<file path="src/design/bsd_pkg.sv">
package bsd_pkg;

  localparam int unsigned QUEUE_DEPTH_DEF = 2;

  localparam logic [7:0] PAD_CHAR = 8'h3D;

  localparam logic [1:0] ERR_NONE    = 2'd0;
  localparam logic [1:0] ERR_INVALID = 2'd1;
  localparam logic [1:0] ERR_AFTER_PAD = 2'd2;

  typedef enum logic [1:0] {
    CLS_IGNORE = 2'd0,
    CLS_PAD    = 2'd1,
    CLS_DATA   = 2'd2,
    CLS_BAD    = 2'd3
  } char_cls_t;

  typedef struct packed {
    char_cls_t  cls;
    logic [5:0] sextet;
    logic       eot;
  } q_entry_t;

  function automatic logic is_blank(input logic [7:0] c);
    return (c == 8'h20) || (c >= 8'h09 && c <= 8'h0D);
  endfunction

  // valid flag in bit 6, sextet in bits 5:0
  function automatic logic [6:0] sextet_of(input logic [7:0] c);
    logic [6:0] r;
    r = 7'd0;
    if (c >= 8'h41 && c <= 8'h5A) begin
      r = {1'b1, 6'(c - 8'h41)};
    end else if (c >= 8'h61 && c <= 8'h7A) begin
      r = {1'b1, 6'(c - 8'h61 + 8'd26)};
    end else if (c >= 8'h30 && c <= 8'h39) begin
      r = {1'b1, 6'(c - 8'h30 + 8'd52)};
    end else if (c == 8'h2B) begin
      r = {1'b1, 6'd62};
    end else if (c == 8'h2F) begin
      r = {1'b1, 6'd63};
    end
    return r;
  endfunction

endpackage

</file>
<file path="src/design/bsd_if.sv">
interface bsd_in_if;
  logic       valid;
  logic       ready;
  logic [7:0] char_in;
  logic       end_of_text;
  modport source (output valid, output char_in, output end_of_text, input ready);
  modport sink (input valid, input char_in, input end_of_text, output ready);
endinterface

interface bsd_out_if;
  logic       valid;
  logic       ready;
  logic       has_byte;
  logic [7:0] data_byte;
  logic [1:0] error_code;
  logic       text_done;
  modport source (output valid, output has_byte, output data_byte, output error_code,
                  output text_done, input ready);
  modport sink (input valid, input has_byte, input data_byte, input error_code,
                input text_done, output ready);
endinterface

interface bsd_cfg_if;
  logic        valid;
  logic        ready;
  logic [15:0] skip_leading;
  modport source (output valid, output skip_leading, input ready);
  modport sink (input valid, input skip_leading, output ready);
endinterface

</file>
<file path="src/design/bsd_front.sv">
module bsd_front (
  input  logic              clk,
  input  logic              rst_n,
  input  logic              in_valid,
  output logic              in_ready,
  input  logic [7:0]        char_in,
  input  logic              end_of_text,
  input  logic [15:0]       skip_leading,
  input  logic              q_full,
  output logic              q_push,
  output bsd_pkg::q_entry_t q_wdata
);
  import bsd_pkg::*;

  logic [15:0] skip_cnt_r, skip_cnt_nxt;
  logic        skipping;
  logic [6:0]  sx;

  assign in_ready = !q_full;
  assign q_push   = in_valid && in_ready;
  assign skipping = skip_cnt_r < skip_leading;
  assign sx       = sextet_of(char_in);

  always_comb begin
    q_wdata.eot    = end_of_text;
    q_wdata.sextet = sx[5:0];
    if (skipping || is_blank(char_in)) begin
      q_wdata.cls = CLS_IGNORE;
    end else if (char_in == PAD_CHAR) begin
      q_wdata.cls = CLS_PAD;
    end else if (sx[6]) begin
      q_wdata.cls = CLS_DATA;
    end else begin
      q_wdata.cls = CLS_BAD;
    end
  end

  always_comb begin
    skip_cnt_nxt = skip_cnt_r;
    if (q_push) begin
      if (end_of_text) begin
        skip_cnt_nxt = '0;
      end else if (skipping) begin
        skip_cnt_nxt = skip_cnt_r + 16'd1;
      end
    end
  end

  always_ff @(posedge clk) begin
    if (!rst_n) begin
      skip_cnt_r <= '0;
    end else begin
      skip_cnt_r <= skip_cnt_nxt;
    end
  end

endmodule

</file>
<file path="src/design/bsd_queue.sv">
module bsd_queue #(
  parameter int unsigned DEPTH = bsd_pkg::QUEUE_DEPTH_DEF
) (
  input  logic              clk,
  input  logic              rst_n,
  input  logic              push,
  input  bsd_pkg::q_entry_t wdata,
  input  logic              pop,
  output bsd_pkg::q_entry_t rdata,
  output logic              full,
  output logic              empty
);
  import bsd_pkg::*;

  localparam int unsigned AW = (DEPTH > 1) ? $clog2(DEPTH) : 1;
  localparam int unsigned CW = $clog2(DEPTH + 1);

  q_entry_t        mem_r [DEPTH];
  logic [AW-1:0]   wptr_r, rptr_r;
  logic [CW-1:0]   count_r;

  assign full  = count_r == CW'(DEPTH);
  assign empty = count_r == '0;
  assign rdata = mem_r[rptr_r];

  function automatic logic [AW-1:0] inc_ptr(input logic [AW-1:0] p);
    return (p == AW'(DEPTH - 1)) ? '0 : p + AW'(1);
  endfunction

  always_ff @(posedge clk) begin
    if (push) begin
      mem_r[wptr_r] <= wdata;
    end
  end

  always_ff @(posedge clk) begin
    if (!rst_n) begin
      wptr_r  <= '0;
      rptr_r  <= '0;
      count_r <= '0;
    end else begin
      if (push) begin
        wptr_r <= inc_ptr(wptr_r);
      end
      if (pop) begin
        rptr_r <= inc_ptr(rptr_r);
      end
      if (push && !pop) begin
        count_r <= count_r + CW'(1);
      end else if (pop && !push) begin
        count_r <= count_r - CW'(1);
      end
    end
  end

  a_no_overflow: assert property (@(posedge clk) disable iff (!rst_n)
    full |-> !push || pop) else $error("queue overflow");
  a_no_underflow: assert property (@(posedge clk) disable iff (!rst_n)
    empty |-> !pop) else $error("queue underflow");
  a_count_range: assert property (@(posedge clk) disable iff (!rst_n)
    count_r <= CW'(DEPTH)) else $error("queue count out of range");

endmodule

</file>
<file path="src/design/bsd_back.sv">
module bsd_back (
  input  logic              clk,
  input  logic              rst_n,
  input  logic              q_empty,
  input  bsd_pkg::q_entry_t q_rdata,
  output logic              q_pop,
  output logic              out_valid,
  input  logic              out_ready,
  output logic              has_byte,
  output logic [7:0]        data_byte,
  output logic [1:0]        error_code,
  output logic              text_done
);
  import bsd_pkg::*;

  logic [5:0]  res_bits_r, res_bits_nxt;
  logic [2:0]  res_cnt_r, res_cnt_nxt;
  logic        pad_r, pad_nxt;
  logic        err_r, err_nxt;
  logic        out_valid_r;
  logic        out_has_r;
  logic [7:0]  out_byte_r;
  logic [1:0]  out_err_r;
  logic        out_done_r;

  logic        has;
  logic [7:0]  byte_val;
  logic [1:0]  err_code;
  logic [11:0] acc;
  logic [3:0]  total;
  logic [2:0]  sh;
  logic [11:0] mask;
  logic [11:0] shifted;
  logic        emit;

  assign q_pop = !q_empty && (!out_valid_r || out_ready);

  always_comb begin
    res_bits_nxt = res_bits_r;
    res_cnt_nxt  = res_cnt_r;
    pad_nxt      = pad_r;
    err_nxt      = err_r;
    has          = 1'b0;
    byte_val     = 8'd0;
    err_code     = ERR_NONE;
    acc          = {res_bits_r, q_rdata.sextet};
    total        = {1'b0, res_cnt_r} + 4'd6;
    sh           = 3'(total - 4'd8);
    shifted      = acc >> sh;
    mask         = (12'd1 << sh) - 12'd1;
    if (q_rdata.cls == CLS_IGNORE || err_r) begin
      err_nxt = err_r;
    end else if (pad_r) begin
      if (q_rdata.cls != CLS_PAD) begin
        err_code = ERR_AFTER_PAD;
        err_nxt  = 1'b1;
      end
    end else begin
      unique case (q_rdata.cls)
        CLS_PAD: begin
          pad_nxt = 1'b1;
        end
        CLS_BAD: begin
          err_code = ERR_INVALID;
          err_nxt  = 1'b1;
        end
        CLS_DATA: begin
          if (total >= 4'd8) begin
            has          = 1'b1;
            byte_val     = shifted[7:0];
            res_bits_nxt = 6'(acc & mask);
            res_cnt_nxt  = sh;
          end else begin
            res_bits_nxt = acc[5:0];
            res_cnt_nxt  = total[2:0];
          end
        end
        default: begin
          err_nxt = err_r;
        end
      endcase
    end
    if (q_rdata.eot) begin
      res_bits_nxt = '0;
      res_cnt_nxt  = '0;
      pad_nxt      = 1'b0;
      err_nxt      = 1'b0;
    end
  end

  assign emit = q_pop && (has || err_code != ERR_NONE || q_rdata.eot);

  always_ff @(posedge clk) begin
    if (!rst_n) begin
      res_bits_r  <= '0;
      res_cnt_r   <= '0;
      pad_r       <= 1'b0;
      err_r       <= 1'b0;
      out_valid_r <= 1'b0;
    end else begin
      if (q_pop) begin
        res_bits_r <= res_bits_nxt;
        res_cnt_r  <= res_cnt_nxt;
        pad_r      <= pad_nxt;
        err_r      <= err_nxt;
      end
      if (emit) begin
        out_valid_r <= 1'b1;
      end else if (out_ready) begin
        out_valid_r <= 1'b0;
      end
    end
  end

  always_ff @(posedge clk) begin
    if (emit) begin
      out_has_r  <= has;
      out_byte_r <= byte_val;
      out_err_r  <= err_code;
      out_done_r <= q_rdata.eot;
    end
  end

  assign out_valid  = out_valid_r;
  assign has_byte   = out_has_r;
  assign data_byte  = out_byte_r;
  assign error_code = out_err_r;
  assign text_done  = out_done_r;

  a_byte_or_error: assert property (@(posedge clk) disable iff (!rst_n)
    out_valid_r && out_err_r != ERR_NONE |-> !out_has_r)
    else $error("byte and error in one beat");
  a_res_cnt_even: assert property (@(posedge clk) disable iff (!rst_n)
    res_cnt_r[0] == 1'b0) else $error("odd residual count");
  a_eot_clears: assert property (@(posedge clk) disable iff (!rst_n)
    q_pop && q_rdata.eot |=> res_cnt_r == '0 && !pad_r && !err_r)
    else $error("state not cleared after end of text");
  a_no_byte_after_err: assert property (@(posedge clk) disable iff (!rst_n)
    q_pop && err_r |-> !has) else $error("byte decoded while error latched");

endmodule

</file>
<file path="src/design/base64_stream_decoder.sv">
// Base64 stream decoder.
// in_ch: one character beat (char_in, end_of_text) per cycle on valid/ready.
// out_ch: one result beat per character that completes a byte, detects an
//   error or carries end_of_text (text_done set); others give no beat.
// cfg_ch: writes skip_leading, the number of leading characters of each
//   text that are dropped; always ready, takes effect on the next character
//   beat, also within a text; write only while no beat is in flight.
// Throughput: one character per cycle while out_ch is ready. The front
//   classifies and counts skipped characters, a small queue (QUEUE_DEPTH
//   entries) feeds the back end, which holds the residual bits and writes
//   the output register.
// Path: each input beat is written into the queue, and its result beat
//   into the output register.
// Reset: rst_n synchronous; clears decode state, queue and skip_leading.
// Stall: with a beat held and out_ch.ready low, the output register holds,
//   the back end stops draining and in_ch.ready falls when the queue fills.
module base64_stream_decoder #(
  parameter int unsigned QUEUE_DEPTH = bsd_pkg::QUEUE_DEPTH_DEF
) (
  input  logic      clk,
  input  logic      rst_n,
  bsd_in_if.sink    in_ch,
  bsd_out_if.source out_ch,
  bsd_cfg_if.sink   cfg_ch
);
  import bsd_pkg::*;

  logic [15:0] skip_leading_r;
  logic        q_full, q_empty, q_push, q_pop;
  q_entry_t    q_wdata, q_rdata;

  assign cfg_ch.ready = 1'b1;

  always_ff @(posedge clk) begin
    if (!rst_n) begin
      skip_leading_r <= '0;
    end else if (cfg_ch.valid) begin
      skip_leading_r <= cfg_ch.skip_leading;
    end
  end

  bsd_front u_front (
    .clk          (clk),
    .rst_n        (rst_n),
    .in_valid     (in_ch.valid),
    .in_ready     (in_ch.ready),
    .char_in      (in_ch.char_in),
    .end_of_text  (in_ch.end_of_text),
    .skip_leading (skip_leading_r),
    .q_full       (q_full),
    .q_push       (q_push),
    .q_wdata      (q_wdata)
  );

  bsd_queue #(
    .DEPTH (QUEUE_DEPTH)
  ) u_queue (
    .clk   (clk),
    .rst_n (rst_n),
    .push  (q_push),
    .wdata (q_wdata),
    .pop   (q_pop),
    .rdata (q_rdata),
    .full  (q_full),
    .empty (q_empty)
  );

  bsd_back u_back (
    .clk        (clk),
    .rst_n      (rst_n),
    .q_empty    (q_empty),
    .q_rdata    (q_rdata),
    .q_pop      (q_pop),
    .out_valid  (out_ch.valid),
    .out_ready  (out_ch.ready),
    .has_byte   (out_ch.has_byte),
    .data_byte  (out_ch.data_byte),
    .error_code (out_ch.error_code),
    .text_done  (out_ch.text_done)
  );

endmodule
</file>
<file path="src/flat_wrapper.sv">
// flat-port wrapper written by rule: the top's interface ports become plain ports
module base64_stream_decoder_flat import bsd_pkg::*;
#(
  parameter int unsigned QUEUE_DEPTH = bsd_pkg::QUEUE_DEPTH_DEF
)
  (clk, rst_n, in_ch_valid, in_ch_char_in, in_ch_end_of_text, in_ch_ready, out_ch_valid, out_ch_has_byte, out_ch_data_byte, out_ch_error_code, out_ch_text_done, out_ch_ready, cfg_ch_valid, cfg_ch_skip_leading, cfg_ch_ready);
  bsd_in_if in_ch_i ();
  bsd_out_if out_ch_i ();
  bsd_cfg_if cfg_ch_i ();
  input  logic clk;
  input  logic rst_n;
  input wire logic [$bits(in_ch_i.valid)-1:0] in_ch_valid;
  input wire logic [$bits(in_ch_i.char_in)-1:0] in_ch_char_in;
  input wire logic [$bits(in_ch_i.end_of_text)-1:0] in_ch_end_of_text;
  output wire logic [$bits(in_ch_i.ready)-1:0] in_ch_ready;
  output wire logic [$bits(out_ch_i.valid)-1:0] out_ch_valid;
  output wire logic [$bits(out_ch_i.has_byte)-1:0] out_ch_has_byte;
  output wire logic [$bits(out_ch_i.data_byte)-1:0] out_ch_data_byte;
  output wire logic [$bits(out_ch_i.error_code)-1:0] out_ch_error_code;
  output wire logic [$bits(out_ch_i.text_done)-1:0] out_ch_text_done;
  input wire logic [$bits(out_ch_i.ready)-1:0] out_ch_ready;
  input wire logic [$bits(cfg_ch_i.valid)-1:0] cfg_ch_valid;
  input wire logic [$bits(cfg_ch_i.skip_leading)-1:0] cfg_ch_skip_leading;
  output wire logic [$bits(cfg_ch_i.ready)-1:0] cfg_ch_ready;
  assign in_ch_i.valid = in_ch_valid;
  assign in_ch_i.char_in = in_ch_char_in;
  assign in_ch_i.end_of_text = in_ch_end_of_text;
  assign in_ch_ready = in_ch_i.ready;
  assign out_ch_valid = out_ch_i.valid;
  assign out_ch_has_byte = out_ch_i.has_byte;
  assign out_ch_data_byte = out_ch_i.data_byte;
  assign out_ch_error_code = out_ch_i.error_code;
  assign out_ch_text_done = out_ch_i.text_done;
  assign out_ch_i.ready = out_ch_ready;
  assign cfg_ch_i.valid = cfg_ch_valid;
  assign cfg_ch_i.skip_leading = cfg_ch_skip_leading;
  assign cfg_ch_ready = cfg_ch_i.ready;
  base64_stream_decoder #(.QUEUE_DEPTH(QUEUE_DEPTH)) u_core (.clk(clk), .rst_n(rst_n), .in_ch(in_ch_i), .out_ch(out_ch_i), .cfg_ch(cfg_ch_i));
endmodule
</file>
<file path="config.mk">
export PLATFORM = sky130hd
export DESIGN_NAME = base64_stream_decoder_flat
export DESIGN_NICKNAME = d
export VERILOG_FILES = /design/src/design/bsd_pkg.sv /design/src/design/bsd_if.sv /design/src/design/bsd_front.sv /design/src/design/bsd_queue.sv /design/src/design/bsd_back.sv /design/src/design/base64_stream_decoder.sv /design/src/flat_wrapper.sv
export SDC_FILE = /design/constraint.sdc
export NUM_CORES = 1
export LEC_CHECK = 0
export BUFFER_PORTS_ARGS = -buffer_cell sky130_fd_sc_hd__buf_4
export CAP_MARGIN = 20
export CORE_MARGIN = 2
export CORE_UTILIZATION = 45
export CTS_BUF_LIST = sky130_fd_sc_hd__clkbuf_16
export CTS_CLUSTER_SIZE = 14
export DETAILED_ROUTE_END_ITERATION = 16
export PLACE_DENSITY = 0.68
export SYNTH_ARGS = -nofsm -noshare
export SYNTH_HDL_FRONTEND = slang
export SYNTH_SLANG_ARGS = --single-unit
</file>
<file path="constraint.sdc">
create_clock -name clk -period 3.99 [get_ports clk]
set_input_delay 0.9975 -clock clk [delete_from_list [all_inputs] [get_ports clk]]
set_output_delay 0.9975 -clock clk [all_outputs]
set_load 0.01 [all_outputs]
</file>
==> flow_metrics.tcl <==
set metrics [dict create \
    cts_tree "built" \
    dieHeight_um 102 \
    finalPower_mw 2.55 \
    async_flop_share_pct 0 \
    setup_viol 0 \
    worst_slew_pin_slew_ns 1.22 \
    worstPathMaxFanout 10 \
    yosysMostFrequentCell "nor2_1" \
    synth_top_family_by_area "simple AND/OR/NAND/NOR gates" \
    clock_path_buffers 2 \
    post_cts_buffers 0 \
    clk_latency_ns 0.33 \
    synth_xor_area_share_pct 1.21 \
    clkSlewWorstSetupHoldPaths_ns 0.06 \
    finalHoldViolCount 0 \
    via_count 3512 \
    syn_inst 481 \
    final_nets 577 \
    finalWeightedCongestion 0.882 \
    initial_utilization_pct 46.6 \
    die_w_um 102 \
    yosysTopAreaCellShare_pct 22.1 \
    grt_use_total_pct 18.5 \
    drc 0 \
    drt_iter0_drc 98 \
    synth_edf_count 30 \
    synth-adder-area-share_pct 8.63 \
    yosys.area_share.simple_pct 18.9 \
    worst_clock_skew_ns 0.0112 \
    cp_cell_sequence "buf_4 > clkinv_1 > ha_1 > a21o_1 > a311oi_1 > nand3_1 > o31ai_1 > a32oi_1 > o211a_1" \
    dieArea_um2 10500 \
    antenna_cells 0 \
    p_sw_mw 0.803 \
    cp_slowest_cell "ha_1" \
    cts-root-buf "clkbuf_16" \
    grt_pass1_vias 3236 \
    dp_cells 635 \
    fin_cells 651 \
    cts_resized 0 \
    synth_ff_type "dfxtp_1" \
    yosysTopAreaCell "dfxtp_1" \
    antenna_found_initial 0 \
    syn_area_per_cell_um2 9.04 \
    wl_per_cell_um 14.2 \
    syn-cell-area_um2 4350 \
    synthMuxAreaShare_pct 6.21 \
    period_needed_ns 3.08 \
    std_cell_rows 35 \
    cts.sinks 78 \
    yosysWarnings 0 \
    drv_cap 0 \
    hold_class "flip-flop to flip-flop" \
    firstDrtPassIters 4 \
    viasPerCell 5.39 \
    drtAntennaViolNets 0 \
    synthToLayoutAreaGrowth_pct 16.4 \
    drv_slew 0 \
    numPortBuffers 43 \
    synth_commonest_cells "nor2_1, dfxtp_1, inv_1, a21oi_1" \
    status "complete, no violations" \
    coreArea_um2 9330 \
    p_leak_nw 2.03 \
    grt_max_degree 30 \
    power_density_nw_per_um2 504 \
    ir_drop_mv 0.224 \
    synth_compound_area_share_pct 16.8 \
    syn_nets 541 \
    crit_path_max_incr_delay_ns 0.39 \
    place_area_um2 4760 \
    setup_tns_ns 0 \
    clock_power_share_pct 31.6 \
    cp.arrival_ns 3.16 \
    fmax_mhz 325 \
    p_int_mw 1.75 \
    critPathRequiredTime_ns 4.07 \
    gr-total-overflow 0 \
    grt_pass1_wl_um 15200 \
    ioPinCount 45 \
    cp-start-kind "input port" \
    cp-end-kind "flip-flop" \
    seqPwrFrac_pct 41.6 \
    path_class "input port to flip-flop" \
    holdBufCountCts 0 \
    detailed_place_hpwl_um 6880 \
    synth_seq_cells 78 \
    post-route-period-util_pct 77.2 \
    p_comb_share_pct 26.8 \
    whs_ns 0.464 \
    cts_buffers 9 \
    ys_seq_area_share_pct 42.8 \
    layout-drive-gt1-share_pct 12.6 \
    routed_wl_um 9270 \
    relSlewSlack_pct 18.0 \
    ys_types 59 \
    synthTopCellsByArea "dfxtp_1, edfxtp_1, ha_1, mux2i_1, nor2_1" \
    rsz0062_at_grt "no" \
    htree_levels 3 \
    fin_area_um2 5060 \
    p_sw_share_pct 31.5 \
]
## stage by stage
step	worst slack [ns]	utilization, %
final	0.908	54.3
after CTS	0.958	54.3
after detailed placement	0.611	51.1
after floorplan	1.08	-
after global routing	0.773	54.3
after global placement	0.641	51.1
## per-layer routing
metal / routed length, um / vias up / share of wire [%] / track usage [%]
met4: 131 / 0 / 1.4 / 6.77
met1: 4720 / 1614 / 51 / 26.4
met5: 0 / - / 0 / 0
met3: 413 / 9 / 4.5 / 3.69
met2: 4000 / 81 / 43 / 27.8
li1: - / 1808 / - / -
## area by class of cell
cell class / instances / area [um^2]
multi-input combinational: 344 / 2250
fill: 860 / 4260
clock inverter: 5 / 26.3
sequential: 78 / 1860
tap: 129 / 161
timing repair buffer: 45 / 338
clock buffer: 11 / 275
inverter: 39 / 146
## state kept, by name (all words and copies together), names as in the netlist, named ones only
signal,flops
u_core.u_queue.rptr_r,1
u_core.u_back.res_cnt_r,2
u_core.u_queue.count_r,2
u_core.skip_leading_r,16
u_core.u_back.res_bits_r,6
u_core.u_back.text_done,1
u_core.u_queue.wptr_r,1
u_core.u_back.pad_r,1
u_core.u_queue.mem_r,18
u_core.u_back.out_valid,1
u_core.u_back.err_r,1
u_core.u_back.data_byte,8
u_core.u_back.error_code,2
u_core.u_back.has_byte,1
u_core.u_front.skip_cnt_r,16
## final timing paths
path | cells past startpoint | slack [ns] | from | to
max | 9 | 0.91 | in_ch_char_in[2] | u_core.u_queue.mem_r[0][4]
min reg2reg | 2 | 0.46 | u_core.u_back.res_bits_r[5] | u_core.u_back.res_bits_r[5]
min | 2 | 0.46 | u_core.u_back.res_bits_r[5] | u_core.u_back.res_bits_r[5]
max reg2reg | 7 | 1.45 | u_core.u_back.res_cnt_r[1] | u_core.u_back.res_bits_r[5]
## cell families (layout without fill, tap and decap cells)
group,after synthesis,after routing
flops,78,78
simple gates,165,165
xor+xnor,6,6
mux,27,27
fa+ha+maj,30,30
buf+inv,59,100
compound gates,115,115
other cells,1,1
## cells in the final DEF, fill, tap and decap left out, types with 7 or more instances in the layout
master,n
a31oi_1,10
inv_1,38
nand4_1,8
nand2_1,30
o31ai_1,9
nor2b_1,7
o21ai_0,29
mux2i_1,27
a211oi_1,9
and3_1,10
nand3_1,16
edfxtp_1,30
clkbuf_16,11
dfxtp_1,48
buf_4,45
ha_1,30
a21oi_1,33
nor2_1,62
## power groups by stage
| stage | combinational [mW] | clock, mW | sequential (mW) |
|---|---|---|---|
| after detailed placement | 0.678 | 0 | 1.08 |
| after global routing | 0.765 | 0.849 | 1.08 |
| after global placement | 0.662 | 0 | 1.08 |
| final | 0.684 | 0.806 | 1.06 |
| after floorplan | 0.490 | 0 | 1.06 |
| after CTS | 0.685 | 0.820 | 1.06 |
## critical path, delay by kind of cell
kind	cells	cell delay [ns]
AO/OA/AOI/OAI	5	1.12
adder cells (fa/ha/maj)	1	0.39
AND/OR/NAND/NOR	1	0.29
buffers and inverters	2	0.37
(Power assumes the default switching activity.)
